===== src/rtl/vhc_pkg.sv =====
// Package: shared types and constants for the varint frame classifier.
`timescale 1ns / 1ps

package vhc_pkg;

  localparam int unsigned FRAME_COUNT_BITS_DEF = 22;
  localparam int unsigned MAX_VARINT_BYTES     = 5;
  localparam int unsigned VARINT_W             = 32;
  localparam int unsigned LEN_W                = 22;
  localparam int unsigned VCNT_W               = 3;

  localparam logic [VARINT_W-1:0] HARD_MAX_FRAME = VARINT_W'(2 * 1024 * 1024);
  localparam logic [LEN_W-1:0]    LEN_SAT        = '1;
  localparam logic [LEN_W-1:0]    MAX_LEN_RESET  = LEN_W'(2 * 1024 * 1024);

  typedef enum logic [2:0] {
    PH_LEN     = 3'd0,
    PH_PKT_ID  = 3'd1,
    PH_PROTO   = 3'd2,
    PH_ADDRLEN = 3'd3,
    PH_SKIP    = 3'd4,
    PH_NEXT    = 3'd5,
    PH_TRAIL   = 3'd6
  } phase_t;

  typedef enum logic [1:0] {
    VERDICT_STATUS    = 2'd0,
    VERDICT_OTHER     = 2'd1,
    VERDICT_MALFORMED = 2'd2,
    VERDICT_REJECTED  = 2'd3
  } verdict_t;

  typedef struct packed {
    logic [7:0] data_byte;
    logic       new_connection;
  } in_item_t;

  typedef struct packed {
    verdict_t                    verdict;
    logic signed [VARINT_W-1:0]  protocol_version;
    logic signed [VARINT_W-1:0]  req_state;
    logic [LEN_W-1:0]            host_len;
    logic [LEN_W-1:0]            frm_len;
  } out_item_t;

  typedef logic [LEN_W-1:0] cfg_item_t;

endpackage


===== src/rtl/vhc_stream_if.sv =====
// Interface: valid/ready channel carrying one payload item per transfer.
`timescale 1ns / 1ps

interface vhc_stream_if #(
  parameter type T = logic
);
  logic valid;
  logic ready;
  T     payload;

  modport source (output valid, output payload, input ready);
  modport sink   (input valid, input payload, output ready);
endinterface


===== src/rtl/varint_handshake_classifier.sv =====
// Top level: varint length-prefixed handshake frame classifier.
//
//   channel | dir | payload                                   | transfer when
//   --------+-----+-------------------------------------------+---------------
//   in_if   | in  | data_byte, new_connection                 | valid & ready
//   out_if  | out | verdict, protocol_version, req_state,     | valid & ready
//           |     | host_len, frm_len                         |
//   cfg_if  | in  | max_frame_length (22 bits)                | valid & ready
//
// One byte per cycle sustained while the result register is not stalled. A byte
// waits in the input register, is decoded against the parse state in one pass
// and its verdict lands in the result register, which offers it on out_if.
// Reset (rst_n low, synchronous) clears the parse state and sets the maximum
// frame length to 2 MiB. A stalled result register holds the pass; the input
// register still takes one byte, then ready drops until the result moves.
`timescale 1ns / 1ps

module varint_handshake_classifier import vhc_pkg::*; #(
  parameter int unsigned FRAME_COUNT_BITS = FRAME_COUNT_BITS_DEF
) (
  input  logic          clk,
  input  logic          rst_n,
  vhc_stream_if.sink    in_if,
  vhc_stream_if.source  out_if,
  vhc_stream_if.sink    cfg_if
);

  localparam int unsigned FC_W = FRAME_COUNT_BITS;

  // Configuration
  logic [LEN_W-1:0] max_len_r;

  // Input register
  logic       s1_valid_r;
  in_item_t   s1_item_r;
  logic       proc;

  // Parse state
  phase_t                phase_r, phase_nxt, phase_step;
  logic [VARINT_W-1:0]   acc_r, acc_nxt;
  logic [VCNT_W-1:0]     cnt_r, cnt_nxt;
  logic [FC_W-1:0]       left_r, left_nxt;
  logic [FC_W-1:0]       skip_r, skip_nxt;
  logic [VARINT_W-1:0]   proto_r, proto_nxt;
  logic [VARINT_W-1:0]   nstate_r, nstate_nxt;
  logic [LEN_W-1:0]      addr_r, addr_nxt;
  logic [LEN_W-1:0]      flen_r, flen_nxt;
  logic                  mal_r, mal_nxt;
  logic                  halt_r, halt_nxt;

  // State as seen by this byte (cleared on a new connection)
  phase_t                phase_e;
  logic [VARINT_W-1:0]   acc_e;
  logic [VCNT_W-1:0]     cnt_e;
  logic [FC_W-1:0]       left_e;
  logic [FC_W-1:0]       skip_e;
  logic [VARINT_W-1:0]   proto_e;
  logic [VARINT_W-1:0]   nstate_e;
  logic [LEN_W-1:0]      addr_e;
  logic [LEN_W-1:0]      flen_e;
  logic                  mal_e;
  logic                  halt_e;

  // Decode
  logic [7:0]            b;
  logic [5:0]            shamt;
  logic [VARINT_W-1:0]   v;
  logic                  vdone, vlong, vend;
  logic                  varint_phase;
  logic                  reject;
  logic                  v_zero;
  logic [VARINT_W:0]     addr_sum;
  logic [FC_W-1:0]       left_dec;
  logic [FC_W-1:0]       skip_dec;
  logic                  pkt_bad, addr_bad;
  logic                  last_byte;
  logic                  mal_step;

  // Result
  logic                  emit;
  out_item_t             res;
  logic                  out_valid_r;
  out_item_t             out_item_r;

  // ---------------------------------------------------------------------------
  // Configuration register
  assign cfg_if.ready = 1'b1;

  always_ff @(posedge clk) begin
    if (!rst_n) begin
      max_len_r <= MAX_LEN_RESET;
    end else if (cfg_if.valid) begin
      max_len_r <= cfg_if.payload;
    end
  end

  // ---------------------------------------------------------------------------
  // Input register
  assign proc        = s1_valid_r && (!out_valid_r || out_if.ready);
  assign in_if.ready = !s1_valid_r || proc;

  always_ff @(posedge clk) begin
    if (!rst_n) begin
      s1_valid_r <= 1'b0;
    end else if (in_if.ready) begin
      s1_valid_r <= in_if.valid;
    end
  end

  always_ff @(posedge clk) begin
    if (in_if.ready && in_if.valid) begin
      s1_item_r <= in_if.payload;
    end
  end

  // ---------------------------------------------------------------------------
  // Effective state: a new connection clears everything but the register
  always_comb begin
    if (s1_item_r.new_connection) begin
      phase_e  = PH_LEN;
      acc_e    = '0;
      cnt_e    = '0;
      left_e   = '0;
      skip_e   = '0;
      proto_e  = '0;
      nstate_e = '0;
      addr_e   = '0;
      flen_e   = '0;
      mal_e    = 1'b0;
      halt_e   = 1'b0;
    end else begin
      phase_e  = phase_r;
      acc_e    = acc_r;
      cnt_e    = cnt_r;
      left_e   = left_r;
      skip_e   = skip_r;
      proto_e  = proto_r;
      nstate_e = nstate_r;
      addr_e   = addr_r;
      flen_e   = flen_r;
      mal_e    = mal_r;
      halt_e   = halt_r;
    end
  end

  // ---------------------------------------------------------------------------
  // Varint step and checks
  always_comb begin
    b     = s1_item_r.data_byte;
    // place the 7-bit group at 7 * byte index, top group keeps its low 4 bits
    shamt = {cnt_e, 3'b000} - {3'b000, cnt_e};
    v     = acc_e | ({25'd0, b[6:0]} << shamt);
    vdone = !b[7];
    vlong = b[7] && (cnt_e == VCNT_W'(MAX_VARINT_BYTES - 1));
    vend  = vdone || vlong;

    varint_phase = phase_e inside {PH_PKT_ID, PH_PROTO, PH_ADDRLEN, PH_NEXT};

    reject = vlong || v[VARINT_W-1] || (v > HARD_MAX_FRAME) ||
             (v > VARINT_W'(max_len_r)) || ((v >> FRAME_COUNT_BITS) != '0);
    v_zero = (v == '0);

    left_dec = FC_W'(left_e - 1'b1);
    skip_dec = FC_W'(skip_e - 1'b1);
    addr_sum = {1'b0, v} + (VARINT_W + 1)'(2);

    pkt_bad  = (phase_e == PH_PKT_ID) && vdone && !v_zero;
    addr_bad = (phase_e == PH_ADDRLEN) && vdone &&
               (v[VARINT_W-1] || (addr_sum > (VARINT_W + 1)'(left_dec)));

    last_byte = !halt_e && (phase_e != PH_LEN) && (left_dec == '0);
    mal_step  = mal_e || (varint_phase && vlong) || pkt_bad || addr_bad;
  end

  // ---------------------------------------------------------------------------
  // Next parse phase
  always_comb begin
    phase_step = phase_e;
    if (!halt_e) begin
      case (phase_e)
        PH_LEN: begin
          if (vend && !reject && !v_zero) phase_step = PH_PKT_ID;
        end
        PH_PKT_ID: begin
          if (vlong || pkt_bad) phase_step = PH_TRAIL;
          else if (vdone)       phase_step = PH_PROTO;
        end
        PH_PROTO: begin
          if (vlong)      phase_step = PH_TRAIL;
          else if (vdone) phase_step = PH_ADDRLEN;
        end
        PH_ADDRLEN: begin
          if (vlong || addr_bad) phase_step = PH_TRAIL;
          else if (vdone)        phase_step = PH_SKIP;
        end
        PH_SKIP: begin
          if (skip_dec == '0) phase_step = PH_NEXT;
        end
        PH_NEXT: begin
          if (vend) phase_step = PH_TRAIL;
        end
        default: phase_step = PH_TRAIL;
      endcase
    end
    phase_nxt = last_byte ? PH_LEN : phase_step;
  end

  // ---------------------------------------------------------------------------
  // Datapath and result
  always_comb begin
    acc_nxt    = acc_e;
    cnt_nxt    = cnt_e;
    left_nxt   = left_e;
    skip_nxt   = skip_e;
    proto_nxt  = proto_e;
    nstate_nxt = nstate_e;
    addr_nxt   = addr_e;
    flen_nxt   = flen_e;
    mal_nxt    = mal_e;
    halt_nxt   = halt_e;
    emit       = 1'b0;
    res        = '0;

    if (!halt_e) begin
      if (phase_e == PH_LEN || varint_phase) begin
        if (vend) begin
          acc_nxt = '0;
          cnt_nxt = '0;
        end else begin
          acc_nxt = v;
          cnt_nxt = VCNT_W'(cnt_e + 1'b1);
        end
      end

      if (phase_e == PH_LEN) begin
        if (vend) begin
          if (reject) begin
            halt_nxt    = 1'b1;
            emit        = 1'b1;
            res.verdict = VERDICT_REJECTED;
            res.frm_len = (v > VARINT_W'(LEN_SAT)) ? LEN_SAT : v[LEN_W-1:0];
          end else begin
            proto_nxt  = '0;
            nstate_nxt = '0;
            addr_nxt   = '0;
            mal_nxt    = 1'b0;
            skip_nxt   = '0;
            flen_nxt   = v[LEN_W-1:0];
            left_nxt   = FC_W'(v);
            if (v_zero) begin
              emit        = 1'b1;
              res.verdict = VERDICT_MALFORMED;
            end
          end
        end
      end else begin
        left_nxt = left_dec;
        mal_nxt  = mal_step;
        if (phase_e == PH_PROTO && vdone) proto_nxt = v;
        if (phase_e == PH_NEXT && vdone)  nstate_nxt = v;
        if (phase_e == PH_ADDRLEN && vdone) begin
          addr_nxt = (v > VARINT_W'(flen_e)) ? flen_e : v[LEN_W-1:0];
          if (!addr_bad) skip_nxt = FC_W'(addr_sum);
        end
        if (phase_e == PH_SKIP) skip_nxt = skip_dec;

        if (last_byte) begin
          emit                 = 1'b1;
          res.protocol_version = proto_nxt;
          res.req_state        = nstate_nxt;
          res.host_len         = addr_nxt;
          res.frm_len          = flen_nxt;
          if (phase_step != PH_TRAIL || mal_step)
            res.verdict = VERDICT_MALFORMED;
          else if (nstate_nxt == VARINT_W'(1))
            res.verdict = VERDICT_STATUS;
          else
            res.verdict = VERDICT_OTHER;
          // drop the frame and restart at the next length
          acc_nxt    = '0;
          cnt_nxt    = '0;
          proto_nxt  = '0;
          nstate_nxt = '0;
          addr_nxt   = '0;
          flen_nxt   = '0;
          mal_nxt    = 1'b0;
          skip_nxt   = '0;
        end
      end
    end
  end

  // ---------------------------------------------------------------------------
  // State registers
  always_ff @(posedge clk) begin
    if (!rst_n) begin
      phase_r  <= PH_LEN;
      acc_r    <= '0;
      cnt_r    <= '0;
      left_r   <= '0;
      skip_r   <= '0;
      proto_r  <= '0;
      nstate_r <= '0;
      addr_r   <= '0;
      flen_r   <= '0;
      mal_r    <= 1'b0;
      halt_r   <= 1'b0;
    end else if (proc) begin
      phase_r  <= phase_nxt;
      acc_r    <= acc_nxt;
      cnt_r    <= cnt_nxt;
      left_r   <= left_nxt;
      skip_r   <= skip_nxt;
      proto_r  <= proto_nxt;
      nstate_r <= nstate_nxt;
      addr_r   <= addr_nxt;
      flen_r   <= flen_nxt;
      mal_r    <= mal_nxt;
      halt_r   <= halt_nxt;
    end
  end

  // ---------------------------------------------------------------------------
  // Result register
  always_ff @(posedge clk) begin
    if (!rst_n) begin
      out_valid_r <= 1'b0;
    end else if (proc && emit) begin
      out_valid_r <= 1'b1;
    end else if (out_if.ready) begin
      out_valid_r <= 1'b0;
    end
  end

  always_ff @(posedge clk) begin
    if (proc && emit) begin
      out_item_r <= res;
    end
  end

  assign out_if.valid   = out_valid_r;
  assign out_if.payload = out_item_r;

  // ---------------------------------------------------------------------------
  // Assertions
  a_reject_halts: assert property (@(posedge clk) disable iff (!rst_n)
    proc && emit && (res.verdict == VERDICT_REJECTED) |=> halt_r)
    else $error("rejected length did not halt parsing");

  a_halt_silent: assert property (@(posedge clk) disable iff (!rst_n)
    s1_valid_r && halt_r && !s1_item_r.new_connection |-> !emit)
    else $error("result produced while halted");

  a_frame_nonempty: assert property (@(posedge clk) disable iff (!rst_n)
    phase_r != PH_LEN |-> left_r != '0)
    else $error("inside a frame with no bytes left");

  a_skip_nonzero: assert property (@(posedge clk) disable iff (!rst_n)
    phase_r == PH_SKIP |-> skip_r != '0)
    else $error("skip phase with empty skip count");

endmodule


===== src/flat_wrapper.sv =====
// flat-port wrapper written by rule: the top's interface ports become plain ports
module varint_handshake_classifier_flat import vhc_pkg::*;
#(
  parameter int unsigned FRAME_COUNT_BITS = FRAME_COUNT_BITS_DEF
)
  (clk, rst_n, in_if_valid, in_if_payload, in_if_ready, out_if_valid, out_if_payload, out_if_ready, cfg_if_valid, cfg_if_payload, cfg_if_ready);
  vhc_stream_if #(.T(in_item_t)) in_if_i ();
  vhc_stream_if #(.T(out_item_t)) out_if_i ();
  vhc_stream_if #(.T(cfg_item_t)) cfg_if_i ();
  input  logic clk;
  input  logic rst_n;
  input wire logic [$bits(in_if_i.valid)-1:0] in_if_valid;
  input wire logic [$bits(in_if_i.payload)-1:0] in_if_payload;
  output wire logic [$bits(in_if_i.ready)-1:0] in_if_ready;
  output wire logic [$bits(out_if_i.valid)-1:0] out_if_valid;
  output wire logic [$bits(out_if_i.payload)-1:0] out_if_payload;
  input wire logic [$bits(out_if_i.ready)-1:0] out_if_ready;
  input wire logic [$bits(cfg_if_i.valid)-1:0] cfg_if_valid;
  input wire logic [$bits(cfg_if_i.payload)-1:0] cfg_if_payload;
  output wire logic [$bits(cfg_if_i.ready)-1:0] cfg_if_ready;
  assign in_if_i.valid = in_if_valid;
  assign in_if_i.payload = in_if_payload;
  assign in_if_ready = in_if_i.ready;
  assign out_if_valid = out_if_i.valid;
  assign out_if_payload = out_if_i.payload;
  assign out_if_i.ready = out_if_ready;
  assign cfg_if_i.valid = cfg_if_valid;
  assign cfg_if_i.payload = cfg_if_payload;
  assign cfg_if_ready = cfg_if_i.ready;
  varint_handshake_classifier #(.FRAME_COUNT_BITS(FRAME_COUNT_BITS)) u_core (.clk(clk), .rst_n(rst_n), .in_if(in_if_i), .out_if(out_if_i), .cfg_if(cfg_if_i));
endmodule

===== config.mk =====
export PLATFORM = sky130hd
export DESIGN_NAME = varint_handshake_classifier_flat
export DESIGN_NICKNAME = d
export VERILOG_FILES = /design/src/rtl/vhc_pkg.sv /design/src/rtl/vhc_stream_if.sv /design/src/rtl/varint_handshake_classifier.sv /design/src/flat_wrapper.sv
export SDC_FILE = /design/constraint.sdc
export NUM_CORES = 1
export LEC_CHECK = 0
export ABC_AREA = 0
export BUFFER_PORTS_ARGS = -buffer_cell sky130_fd_sc_hd__buf_2
export CORE_ASPECT_RATIO = 0.9
export CORE_MARGIN = 4
export CORE_UTILIZATION = 38
export CTS_CLUSTER_SIZE = 8
export DETAILED_ROUTE_END_ITERATION = 8
export PLACE_DENSITY = 0.6
export SYNTH_ARGS = -nofsm -noshare
export SYNTH_HDL_FRONTEND = slang
export SYNTH_SLANG_ARGS = --single-unit

===== constraint.sdc =====
create_clock -name clk -period 35.6 [get_ports clk]
set_input_delay 7.12 -clock clk [delete_from_list [all_inputs] [get_ports clk]]
set_output_delay 7.12 -clock clk [all_outputs]
set_load 0.03 [all_outputs]

# Yosys cells after proc, flatten, opt, wreduce, memory -nomap -nowiden
# Index checks and enable logic that the tools add are counted.
word_totals:
  register_bits: 335
op_classes:
  eq_ne: 8
  magnitude_cmp: 5
  shifts: 1
  reduce_logical: 45
  bitwise_logic: 2
  n_addsub: 5
  muxes: 99
op_table:
  columns: ["cell", "count"]
  rows:
  - ["two-way mux 22 bit", 32]
  - ["two-way mux 32 bit", 22]
  - ["two-way mux 110 bit", 1]
  - ["> comparator 32 x 22 -> 1 bit", 2]
  - ["> comparator 32 x 22 -> 1 bit, second input constant", 2]
  - ["two-way mux 3 bit", 18]
  - ["logical NOT 22 bit", 2]
  - ["subtractor 22 x 1 -> 22 bit, second input constant", 2]
  - ["adder 32 x 2 -> 33 bit, second input constant", 1]
  - ["> comparator 33 x 22 -> 1 bit", 1]
  - ["== test 32 x 1 -> 1 bit, second input constant", 1]
  - ["logical NOT 32 bit", 1]
  - ["OR 32 bit", 1]
  - ["nonzero test 32 bit", 1]
  - ["left shift 7 x 6 -> 32 bit", 1]
  - ["two-way mux 1 bit", 20]
  - ["case mux 3 bit (6 select lines)", 1]
  - ["logical AND 1 bit", 15]
  - ["logical OR 1 bit", 15]
  - ["two-way mux 2 bit", 5]
  - ["== test 3 bit, second input constant", 3]
  - ["== test 3 x 2 -> 1 bit, second input constant", 2]
  - ["logical NOT 1 bit", 6]
  - ["subtractor 6 x 3 -> 6 bit", 1]
  - ["9 further kinds", 9]

# Depth between registers and ports, before layout
# Gate-level depths: netlist of the first run.
logic_depth:
  word_depth: 19
  mapped_depth: 42

# Least setup slack after synthesis of the first run
# OpenSTA, ideal clock, no wires.
synth_path:
  path_kind: "input-to-output"
  from: "input out_if_ready"
  to: "output in_if_ready"
  n_path_buf: 0
  stages: 2
  slack_ns: 20.957
  arrival_ns: 7.523
  cell_sequence: "nor2b_1 > nand2_1"
synth_between:
  elab_chain_len: 3
synth_rtl:
  columns: ["element", "line", "rtl"]
  rows:
  - ["start: declaration", "flat_wrapper.sv:17", "input wire logic [$bits(out_if_i.ready)-1:0] out_if_ready;"]
  - ["logical OR 1 bit", "varint_handshake_classifier.sv:99", "assign proc = s1_valid_r && (!out_valid_r || out_if.ready);"]
  - ["logical AND 1 bit", "varint_handshake_classifier.sv:99", null]
  - ["logical OR 1 bit", "varint_handshake_classifier.sv:100", "assign in_if.ready = !s1_valid_r || proc;"]
  - ["end: declaration", "flat_wrapper.sv:14", "output wire logic [$bits(in_if_i.ready)-1:0] in_if_ready;"]
# Every way passes these cells.

# Worst setup path in the final report of the first run
# Ends and elaborated chain as after synthesis.

==> results of run 1 <==
==> registers in the layout, summed over array words and instances (netlist names), 3 cells and up <==
register,flops
u_core.acc_r,32
u_core.out_if.payload,110
u_core.phase_r,3
u_core.flen_r,22
u_core.max_len_r,22
u_core.addr_r,22
u_core.skip_r,22
u_core.left_r,22
u_core.cnt_r,3
u_core.proto_r,32
u_core.nstate_r,32
u_core.b,8
==> report_power, final <==
group	total, uW	leakage (uW)	switching (uW)	internal [uW]
combinational	124	0.00468	87.5	36.7
sequential	408	0.00283	5.25	403
clock	430	0.000659	174	256
==> area by class of cell <==
cell class	instances	area share (%)
clock buffer	79	6.10
clock inverter	2	0.130
inverter	52	0.905
multi-input combinational	1708	48.2
sequential	335	35.7
tap	680	3.85
timing repair buffer	201	5.16
==> worst max-delay path: stages <==
cell     delay (ps)
buf_2            90
nor2b_1         210
nand2_1          90
buf_2           180
==> placed cells by master, fill, tap and decap left out, types with 49 or more instances in the layout <==
cell type,count
nor2_1,323
dfxtp_1,216
nand2_1,185
a21oi_1,172
clkbuf_16,49
ha_1,74
a22o_1,55
buf_2,147
a22oi_1,118
edfxtp_1,119
buf_4,54
o21ai_0,89
==> through the flow <==
| step | power [uW] | area [um2] | hold WS [ps] | instances |
|---|---|---|---|---|
| after global routing | 999 | 22100 | 467 | 3057 |
| after global placement | 535 | 20700 | 432 | 2976 |
| after CTS | 967 | 22100 | 447 | 3057 |
| after floorplan | 496 | 19500 | 425 | 2290 |
| after detailed placement | 536 | 20700 | 440 | 2976 |
| final | 962 | 22100 | 447 | 3057 |
==> metal layers <==
layer  GRT usage (%)  up-vias
li1                -     8570
met1            35.9     9117
met2            36.0      942
met3            4.45      166
met4            10.3        0
met5               0        -
==> kinds of logic (layout without fill, tap and decap cells) <==
logic type / Yosys count / after routing / synth area share (%)
AND/OR/NAND/NOR: 847 / 847 / 21.0
AO/OA/AOI/OAI: 695 / 695 / 24.0
flip-flops: 335 / 335 / 40.5
buffers and inverters: 247 / 334 / 5.25
adder cells (fa/ha/maj): 74 / 74 / 4.75
multiplexers: 54 / 54 / 2.84
XOR/XNOR: 37 / 37 / 1.70
other: 1 / 1 / 0.0192
==> final timing paths <==
path / endpoint / depth (start not counted)
worst max-delay path: in_if_ready / 4
worst min-delay path: u_core.addr_r[3] / 2
worst max register to register: u_core.proto_r[10] / 24
worst min register to register: u_core.addr_r[3] / 2
==> out/metrics.yaml, run 1 <==
finalWeightedCongestion: 0.948
synth_common_cells: "nor2_1 (323), dfxtp_1 (216), nand2_1 (185), a21oi_1 (174), clkbuf_1 (147)"
synth.net_count: 2400
grt_pass1_wl_um: 107000
synth_top_area_share_pct: 22.2
rsz0062_at_grt: "no"
dp_hpwl_um: 46800
ant_nets: 0
cp-end-kind: "output port"
async_reset_ff_share_pct: 0
dp_worst_setup_slack_ps: 20780
synth.distinct_cells: 103
critPathArrivalTime_ps: 7700
drive_above_1_share_pct: 13.2
timing_worst_setup_path_type: "in -> out"
fillCellCount: 5089
synth_area_leader_cell: "dfxtp_1"
cap_violations: 0
die_x_um: 247
viasPerCell: 6.15
track_usage_pct: 24.7
reg2reg_slack_ps: 26260
max_freq_mhz: 67.5
start_util_pct: 38.6
clk_latency_ps: 590
grt_pass1_vias: 17600
cts_max_level: 2
hold_start: "u_core.addr_r[3]"
worstHoldPathType: "reg -> reg"
synth_edf_count: 119
cts_resized: 0
post-route-util_pct: 43.8
wl_met1_um: 31200
cts_root_buffer: "clkbuf_16"
io_buffer_count: 147
fin_nets: 2456
die_y_um: 223
fin_skew_ps: 32.4
worst_pin_slew_ps: 1350
highest_layer: "met4"
ys_ff_latch: 335
synth_area_mm2: 0.0195
crit_fanout: 4
worstPathRequired_ps: 28480
synthesis.instances: 2290
yosysWarnings: 0
cp-start-kind: "input port"
setup_viol: 0
drv_slew: 0
seqCellArea_mm2: 0.00790
synth.avg_cell_area_um2: 8.51
design.core.area_mm2: 0.0506
fin_setup_tns_ps: 0
cts_tree: "done"
numCtsBuffers: 48
syn2layout_area_growth_pct: 13.5
grt_max_degree: 88
detail_route.first_pass.iterations: 7
cts_setup_buffers: 0
synth_flop_cell: "dfxtp_1"
dr_wl_met2_um: 29700
relSlewSlack_pct: 10.1
rows: 78
yosysSeqAreaShare_pct: 40.5
multi_input_area_mm2: 0.0107
drcViolationCount: 0
startpoint: "out_if_ready"
min_period_ps: 14820
cts_buffer_depth: 3
antenna_found_initial: 0
r2r-start: "u_core.s1_item_r[0]"
p_per_area_mw_per_mm2: 43.5
antennaDiodeCount: 0
finalWorstSetupSlack_ps: 20780
min_period_over_period_pct: 41.6
yosysMostFrequentCell: "nor2_1"
ctsHoldBuffers: 0
peakVddDrop_mv: 0.0336
wl_met3_um: 6490
yosys-top-cells-area: "dfxtp_1 (22%), edfxtp_1 (18%), nor2_1 (6.2%), ha_1 (4.7%), a22oi_1 (4.5%)"
power.leakage_uw: 0.00817
vias: 18800
hold_viol_final: 0
wl_per_cell_um: 23.0
first_iter_violations: 2229
dieArea_mm2: 0.0550
drt-total-wl_um: 70400
cts_sinks: 335
gr-total-overflow: 0
io_pins: 149
cts.clk_slew.worst_paths_ps: 50
status: "completed"
No activity file was read; power rests on OpenSTA's default activity.
==> inputs of run 2 (changes only) <==
--- a/config.mk
+++ b/config.mk
@@ -12,7 +12,7 @@
 export CORE_UTILIZATION = 38
 export CTS_CLUSTER_SIZE = 8
 export DETAILED_ROUTE_END_ITERATION = 8
-export PLACE_DENSITY = 0.6
+export PLACE_DENSITY = 0.62
 export SYNTH_ARGS = -nofsm -noshare
 export SYNTH_HDL_FRONTEND = slang
 export SYNTH_SLANG_ARGS = --single-unit
==> constraint.sdc (replaced) <==
create_clock -name clk -period 13.2 [get_ports clk]
set_input_delay 2.64 -clock clk [delete_from_list [all_inputs] [get_ports clk]]
set_output_delay 2.64 -clock clk [all_outputs]
set_load 0.03 [all_outputs]
==> out/metrics.yaml, run 2 (same netlist as run 1, synthesis figures left out) <==
min_period_over_period_pct: 65.4
finalWorstSetupSlack_ps: 4570  # -16,210 ps
cts_resized: 0  # unchanged
relSlewSlack_pct: 16.2  # +6.1 points
crit_family: "simple AND/OR/NAND/NOR gates"
crit_path_max_incr_delay_ps: 880  # +670 ps
grt_pass1_vias: 17800  # +0.85%
final_cells: 3052  # -0.16%
worst_pin_slew_ps: 1250  # -95.5 ps
dp_worst_setup_slack_ps: 4830  # -15,950 ps
detail_route.first_pass.iterations: 6  # -1
dp.cells: 2970  # -0.20%
design.core.area_mm2: 0.0506  # unchanged
hold_viol_final: 0  # unchanged
cts_tree: "done"
finalWeightedCongestion: 1.02  # +7.2%
p_comb_share_pct: 12.8  # about the same
antennaDiodeCount: 0  # unchanged
die_y_um: 223  # unchanged
p_per_area_mw_per_mm2: 118  # +170%
gr-total-overflow: 0  # unchanged
ant_nets: 0  # unchanged
cts_sinks: 335  # unchanged
ctsHoldBuffers: 0  # unchanged
grt_pass1_wl_um: 109000  # +1.4%
antenna_found_initial: 0  # unchanged
worstSetupEndpoint: "u_core.proto_r[16]"
worstHoldPathType: "reg -> reg"
min_period_ps: 8630
fin_nets: 2450  # -0.24%
drive_above_1_share_pct: 13.0  # -0.18 points
cp_common_cell: "buf_4"
layout_commonest_cell: "nor2_1"
startpoint: "u_core.s1_item_r[0]"
cp_num_buf_inv: 6  # +4
r2r-start: "u_core.s1_item_r[0]"
power.share.clock_pct: 45.1  # +0.4 points
die_x_um: 247  # unchanged
internal_power_uw: 1890  # +170%
power.leakage_uw: 0.00815  # -0.18%
io_buffer_count: 147  # unchanged
drv_slew: 0  # unchanged
grt_max_degree: 88  # unchanged
path_depth: 24  # +20
clk_latency_ps: 600  # about the same
setup_viol: 0  # unchanged
io_pins: 149  # unchanged
regToRegEndpoint: "u_core.proto_r[16]"
cp_cell_sequence: "buf_4 > buf_4 > and2b_4 > inv_1 > ha_1 > nor3b_1 > nor3_4 > mux2_2 > a21oi_1 > inv_1 > ha_1 > nand4_1 > or2_2 > nor3_1 > nor4bb_1 > o21ai_0 > o21ai_0 > nand4b_1 > buf_4 > a21o_1 > buf_4 > a21o_1 > and2_1 > a22o_1"
largest_reg_flops: 110  # unchanged
dpl_cell_area_mm2: 0.0207  # -0.22%
stdcell_area_mm2: 0.0221  # about the same
peakVddDrop_mv: 0.0844  # +150%
status: "completed"
cp-start-kind: "register"
fin_skew_ps: 32.0  # -0.439 ps
syn2layout_area_growth_pct: 13.4  # about the same
netSwitchingFraction_pct: 27.9  # +0.14 points
cts_setup_buffers: 0  # unchanged
final_cell_mix: "nor2_1 (323), dfxtp_1 (216), nand2_1 (185)"
dieArea_mm2: 0.0550  # unchanged
drcViolationCount: 0  # unchanged
cp-end-kind: "register"
rows: 78  # unchanged
drt-total-wl_um: 71400  # +1.5%
first_iter_violations: 2526  # +13%
power_uw: 2620  # +170%
worstPathRequired_ps: 13710  # -14,770 ps
vias: 18900  # +0.52%
cts_max_level: 2  # unchanged
power.switching_uw: 729  # +170%
max_freq_mhz: 116
cts.clk_slew.worst_paths_ps: 50  # about the same
start_util_pct: 38.6  # unchanged
pwr-share-seq_pct: 42.1  # -0.3 points
rsz0062_at_grt: "no"
crit_fanout: 64  # +60
cts_buffer_depth: 3  # unchanged
wl_per_cell_um: 23.4  # +1.7%
fin_setup_tns_ps: 0  # unchanged
cap_violations: 0  # unchanged
track_usage_pct: 25.2  # +0.48 points
critPathArrivalTime_ps: 9140  # +1440 ps
dp_hpwl_um: 48400  # +3.3%
numCtsBuffers: 48  # unchanged
timing_worst_setup_path_type: "reg -> reg"
cts_root_buffer: "clkbuf_16"
reg2reg_slack_ps: 4570  # -21,690 ps
viasPerCell: 6.19  # +0.69%
critPathSlowestCell: "and2_1"
ff2ff_path_depth: 24  # unchanged
-- run 2: worst min path at each step --
stage,startpoint,end,slack [ps],cells after the start
after detailed placement,u_core.addr_r[7],u_core.addr_r[7],440,2
final,u_core.addr_r[3],u_core.addr_r[3],440,2
after floorplan,u_core.addr_r[0],u_core.addr_r[0],420,2
after CTS,u_core.addr_r[17],u_core.addr_r[17],450,2
after global placement,u_core.addr_r[18],u_core.addr_r[18],430,2
after global routing,u_core.addr_r[10],u_core.addr_r[10],460,2
-- run 2: worst register-to-register path, cell delays in order, from the launching register on --
cell and delay [ps]:
edfxtp_1 320, buf_4 360, buf_4 650, and2b_4 380
inv_1 80, ha_1 580, nor3b_1 200, nor3_4 440
mux2_2 460, a21oi_1 500, inv_1 590, ha_1 510
nand4_1 100, or2_2 300, nor3_1 190, nor4bb_1 70
o21ai_0 60, o21ai_0 180, nand4b_1 150, buf_4 360
a21o_1 170, buf_4 410, a21o_1 310, and2_1 880
a22o_1 290
-- run 2: final cells by class --
type                    instances  area (um2)
clock buffers                  80        1370
well taps                     680         851
flip-flops and latches        335        7900
multi-input cells            1708       10700
fillers                      5001       28400
repair buffers                195        1100
inverters                      52         200
clock inverters                 2        46.3
-- run 2: per-layer routing --
metal  part of all wire (%)  wire, um  up-vias  global-route usage, %
met2                     43     30400     1060                   37.4
met3                     10      7470      180                   6.04
met5                      0         0        -                      0
met1                     43     30900     9101                   35.6
li1                       -         -     8552                      -
met4                    3.8      2680        0                   9.24
-- run 2: stage by stage --
stage | utilization, % | hold slack [ps]
after floorplan | - | 425
after global placement | 40.9 | 434
after detailed placement | 40.9 | 441
after CTS | 43.8 | 448
after global routing | 43.8 | 460
final | 43.8 | 445
-- run 2: power groups by stage --
stage | logic [uW] | clock network, uW | registers, uW
3_3_place_gp | 322 | 0 | 1120
4_1_cts | 327 | 1200 | 1100
3_5_place_dp | 325 | 0 | 1120
6_report | 335 | 1180 | 1100
2_1_floorplan | 205 | 0 | 1130
5_1_grt | 359 | 1240 | 1100
==> inputs of run 3 (changes only) <==
--- a/config.mk
+++ b/config.mk
@@ -5,14 +5,14 @@
 export SDC_FILE = /design/constraint.sdc
 export NUM_CORES = 1
 export LEC_CHECK = 0
-export ABC_AREA = 0
+export ABC_AREA = 1
 export BUFFER_PORTS_ARGS = -buffer_cell sky130_fd_sc_hd__buf_2
 export CORE_ASPECT_RATIO = 0.9
 export CORE_MARGIN = 4
 export CORE_UTILIZATION = 38
 export CTS_CLUSTER_SIZE = 8
 export DETAILED_ROUTE_END_ITERATION = 8
-export PLACE_DENSITY = 0.62
+export PLACE_DENSITY = 0.61
 export SYNTH_ARGS = -nofsm -noshare
 export SYNTH_HDL_FRONTEND = slang
 export SYNTH_SLANG_ARGS = --single-unit
==> constraint.sdc (replaced) <==
create_clock -name clk -period 7.2 [get_ports clk]
set_input_delay 1.44 -clock clk [delete_from_list [all_inputs] [get_ports clk]]
set_output_delay 1.44 -clock clk [all_outputs]
set_load 0.03 [all_outputs]
==> out/metrics.yaml, run 3 <==
status: "completed"
synth_area_leader_cell: "dfxtp_1"
rows: 82  # +5.1%
regToRegEndpoint: "u_core.skip_r[19]"
post-route-util_pct: 43.0  # -0.76 points
hold_start: "u_core.max_len_r[19]"
cts.clk_slew.worst_paths_ps: 50  # about the same
crit_fanout: 47  # -27%
cts_max_level: 2  # unchanged
detail_route.first_pass.iterations: 5  # -1
io_pins: 149  # unchanged
worst_pin_slew_ps: 1110  # -146 ps
io_buffer_count: 147  # unchanged
min_path_cells: 2  # unchanged
drt-total-wl_um: 75300  # +5.4%
fin_setup_tns_ps: 0  # unchanged
numCtsBuffers: 48  # unchanged
min_period_ps: 6230  # -2400 ps
antenna_found_initial: 5  # +5
finalWeightedCongestion: 0.976  # -3.9%
final_cell_mix: "nand2_1 (631), inv_1 (358), nor2_1 (284)"
synthesis.instances: 2959  # +29%
synth.area.mux_share_pct: 0  # -2.8 points
finalWorstSetupSlack_ps: 966  # -3600 ps
cp_common_cell: "nand2_1"
p_per_area_mw_per_mm2: 218  # +85%
setup_viol: 0  # unchanged
drv_slew: 0  # unchanged
grt_pass1_vias: 19200  # +7.7%
grt_pass1_wl_um: 115000  # +5.8%
synth_fa_ha_area_share_pct: 4.34  # -0.41 points
dp_hpwl_um: 51200  # +5.8%
fin_skew_ps: 29.6  # -2.40 ps
crit_path_max_incr_delay_ps: 570  # -310 ps
cts_setup_buffers: 0  # unchanged
cp-start-kind: "register"
r2r-start: "u_core.s1_item_r[0]"
synth_area_mm2: 0.0213  # +9.3%
synth_edf_count: 119  # unchanged
gr-total-overflow: 0  # unchanged
yosysMostFrequentCell: "nand2_1"
wl_per_cell_um: 19.8  # -15%
fillCellCount: 5765  # +15%
synth_top_family_by_area: "simple AND/OR/NAND/NOR gates"
die_x_um: 258  # +4.4%
viasPerCell: 5.48  # -11%
design.core.area_mm2: 0.0556  # +10%
power.leakage_uw: 0.0106  # +30%
cts_resized: 0  # unchanged
peakVddDrop_mv: 0.161  # +90%
stdcell_area_mm2: 0.0239  # +8.1%
antennaDiodeCount: 0  # unchanged
ys_ff_latch: 335  # unchanged
grt_max_degree: 229  # +160%
worstPathRequired_ps: 7650  # -6060 ps
synth-simple-area-share_pct: 23.8  # +2.9 points
reg2reg_slack_ps: 970  # -3600 ps
critPathSlowestCell: "buf_4"
synth_xor_area_share_pct: 2.30  # +0.60 points
track_usage_pct: 24.3  # -0.87 points
hold_ws_ps: 462  # +17.5 ps
hold_viol_final: 0  # unchanged
fin_nets: 3128  # +28%
cap_violations: 0  # unchanged
synth.distinct_cells: 54  # -48%
synth_compound_area_share_pct: 21.5  # -2.5 points
holdPathEnd: "u_core.max_len_r[19]"
vias: 20800  # +10%
synth.net_count: 3069  # +28%
cts_buffer_depth: 3  # unchanged
synth.avg_cell_area_um2: 7.21  # -15%
dpl_cell_area_mm2: 0.0225  # +8.8%
ctsHoldBuffers: 0  # unchanged
min_period_over_period_pct: 86.6  # +21 points
layout_commonest_cell: "nand2_1"
max_freq_mhz: 160  # +38%
critPathArrivalTime_ps: 6690  # -2450 ps
start_util_pct: 38.3  # -0.23 points
cts_root_buffer: "clkbuf_16"
die_y_um: 233  # +4.4%
worstHoldPathType: "reg -> reg"
drive_above_1_share_pct: 12.0  # -1.0 points
dieArea_mm2: 0.0600  # +9.0%
synth_common_cells: "nand2_1 (631), inv_1 (358), nor2_1 (289), o21ai_0 (223), a21oi_1 (217)"
yosysSeqAreaShare_pct: 37.0  # -3.5 points
cts_sinks: 335  # unchanged
synth_flop_cell: "dfxtp_1"
largest_reg_flops: 110  # unchanged
cp-end-kind: "register"
ff2ff_path_depth: 36  # +50%
ant_nets: 0  # unchanged
drcViolationCount: 0  # unchanged
async_reset_ff_share_pct: 0  # unchanged
clk_latency_ps: 590  # about the same
yosys-top-cells-area: "dfxtp_1 (20%), edfxtp_1 (17%), nand2_1 (11%), inv_1 (6.3%), o21ai_0 (5.2%)"
yosysWarnings: 0  # unchanged
relSlewSlack_pct: 26.3  # +10 points
cts_tree: "done"
syn2layout_area_growth_pct: 12.1
synth_top_area_share_pct: 20.3  # -1.9 points
rsz0062_at_grt: "no"
dp_worst_setup_slack_ps: 1090  # -3740 ps
timing_worst_setup_path_type: "reg -> reg"
first_iter_violations: 2308  # -8.6%
run 3: cell types whose count changed in the layout (fill, tap and decap cells not counted), sizes merged, moves of 46 or more:
| cell | delta |
|---|---|
| a22o | -55 |
| a22oi | -117 |
| and3 | -46 |
| inv | +324 |
| nand2 | +483 |
| nand3 | +79 |
| o211ai | +84 |
| o21ai | +139 |
| o221ai | +61 |
run 3: cells by family (layout without fill, tap and decap cells):
| family | count (synthesis) | count (layout) |
|---|---|---|
| DFF | 335 | 335 |
| xor gates and xnor gates | 56 | 56 |
| other | 1 | 1 |
| AOI/OAI and AO/OA | 751 | 751 |
| and+or+nand+nor | 1178 | 1178 |
| adders and majority gates | 74 | 74 |
| buffers and inverters | 564 | 651 |
run 3: worst max path at each step:
stage | cells after the start | slack [ps] | start | to
CTS | 37 | 1090 | u_core.s1_item_r[0] | u_core.skip_r[19]
global placement | 37 | 1180 | u_core.s1_item_r[0] | u_core.skip_r[15]
global route | 37 | 360 | u_core.s1_item_r[0] | u_core.skip_r[6]
finish | 36 | 970 | u_core.s1_item_r[0] | u_core.skip_r[19]
floorplan | 39 | 110 | u_core.s1_item_r[0] | u_core.out_if.payload[0]
detailed placement | 37 | 1090 | u_core.s1_item_r[0] | u_core.skip_r[19]
run 3: worst max-delay path: cells and delay by family (launching register included):
family          cells  cell delay (ps)
compound gates      4              630
xor+xnor            1              560
fa+ha+maj           2              590
buf+inv             4              920
flops               1              380
simple gates       25             2970
run 3: per-layer routing:
metal,up-vias,routed length [um],GRT usage [%]
li1,10100,-,-
met1,9652,33600,34.3
met2,927,31000,35.5
met3,148,8080,7.29
met4,6,2590,8.27
met5,-,37,0
run 3: area by class of cell:
type / instances / area (um2) / share of cell area [%]
multi-input combinational: 2060 / 11100 / 46.5
sequential: 335 / 7900 / 33.0
inverter: 379 / 1430 / 5.97
clock buffer: 76 / 1350 / 5.64
timing repair buffer: 194 / 1120 / 4.67
tap: 756 / 946 / 3.96
clock inverter: 2 / 46.3 / 0.194
run 3: power breakdown:
part / internal, uW / switching (uW) / total [uW]
Combinational: 271 / 732 / 1000
Clock: 1270 / 882 / 2150
Sequential: 2030 / 37.2 / 2070
Total: 3570 / 1650 / 5220
run 3: through the flow:
step	cells	power (uW)
detailed placement	3724	3070
CTS	3802	5230
finish	3802	5220
global route	3802	5440
floorplan	2959	2800
global placement	3724	3080
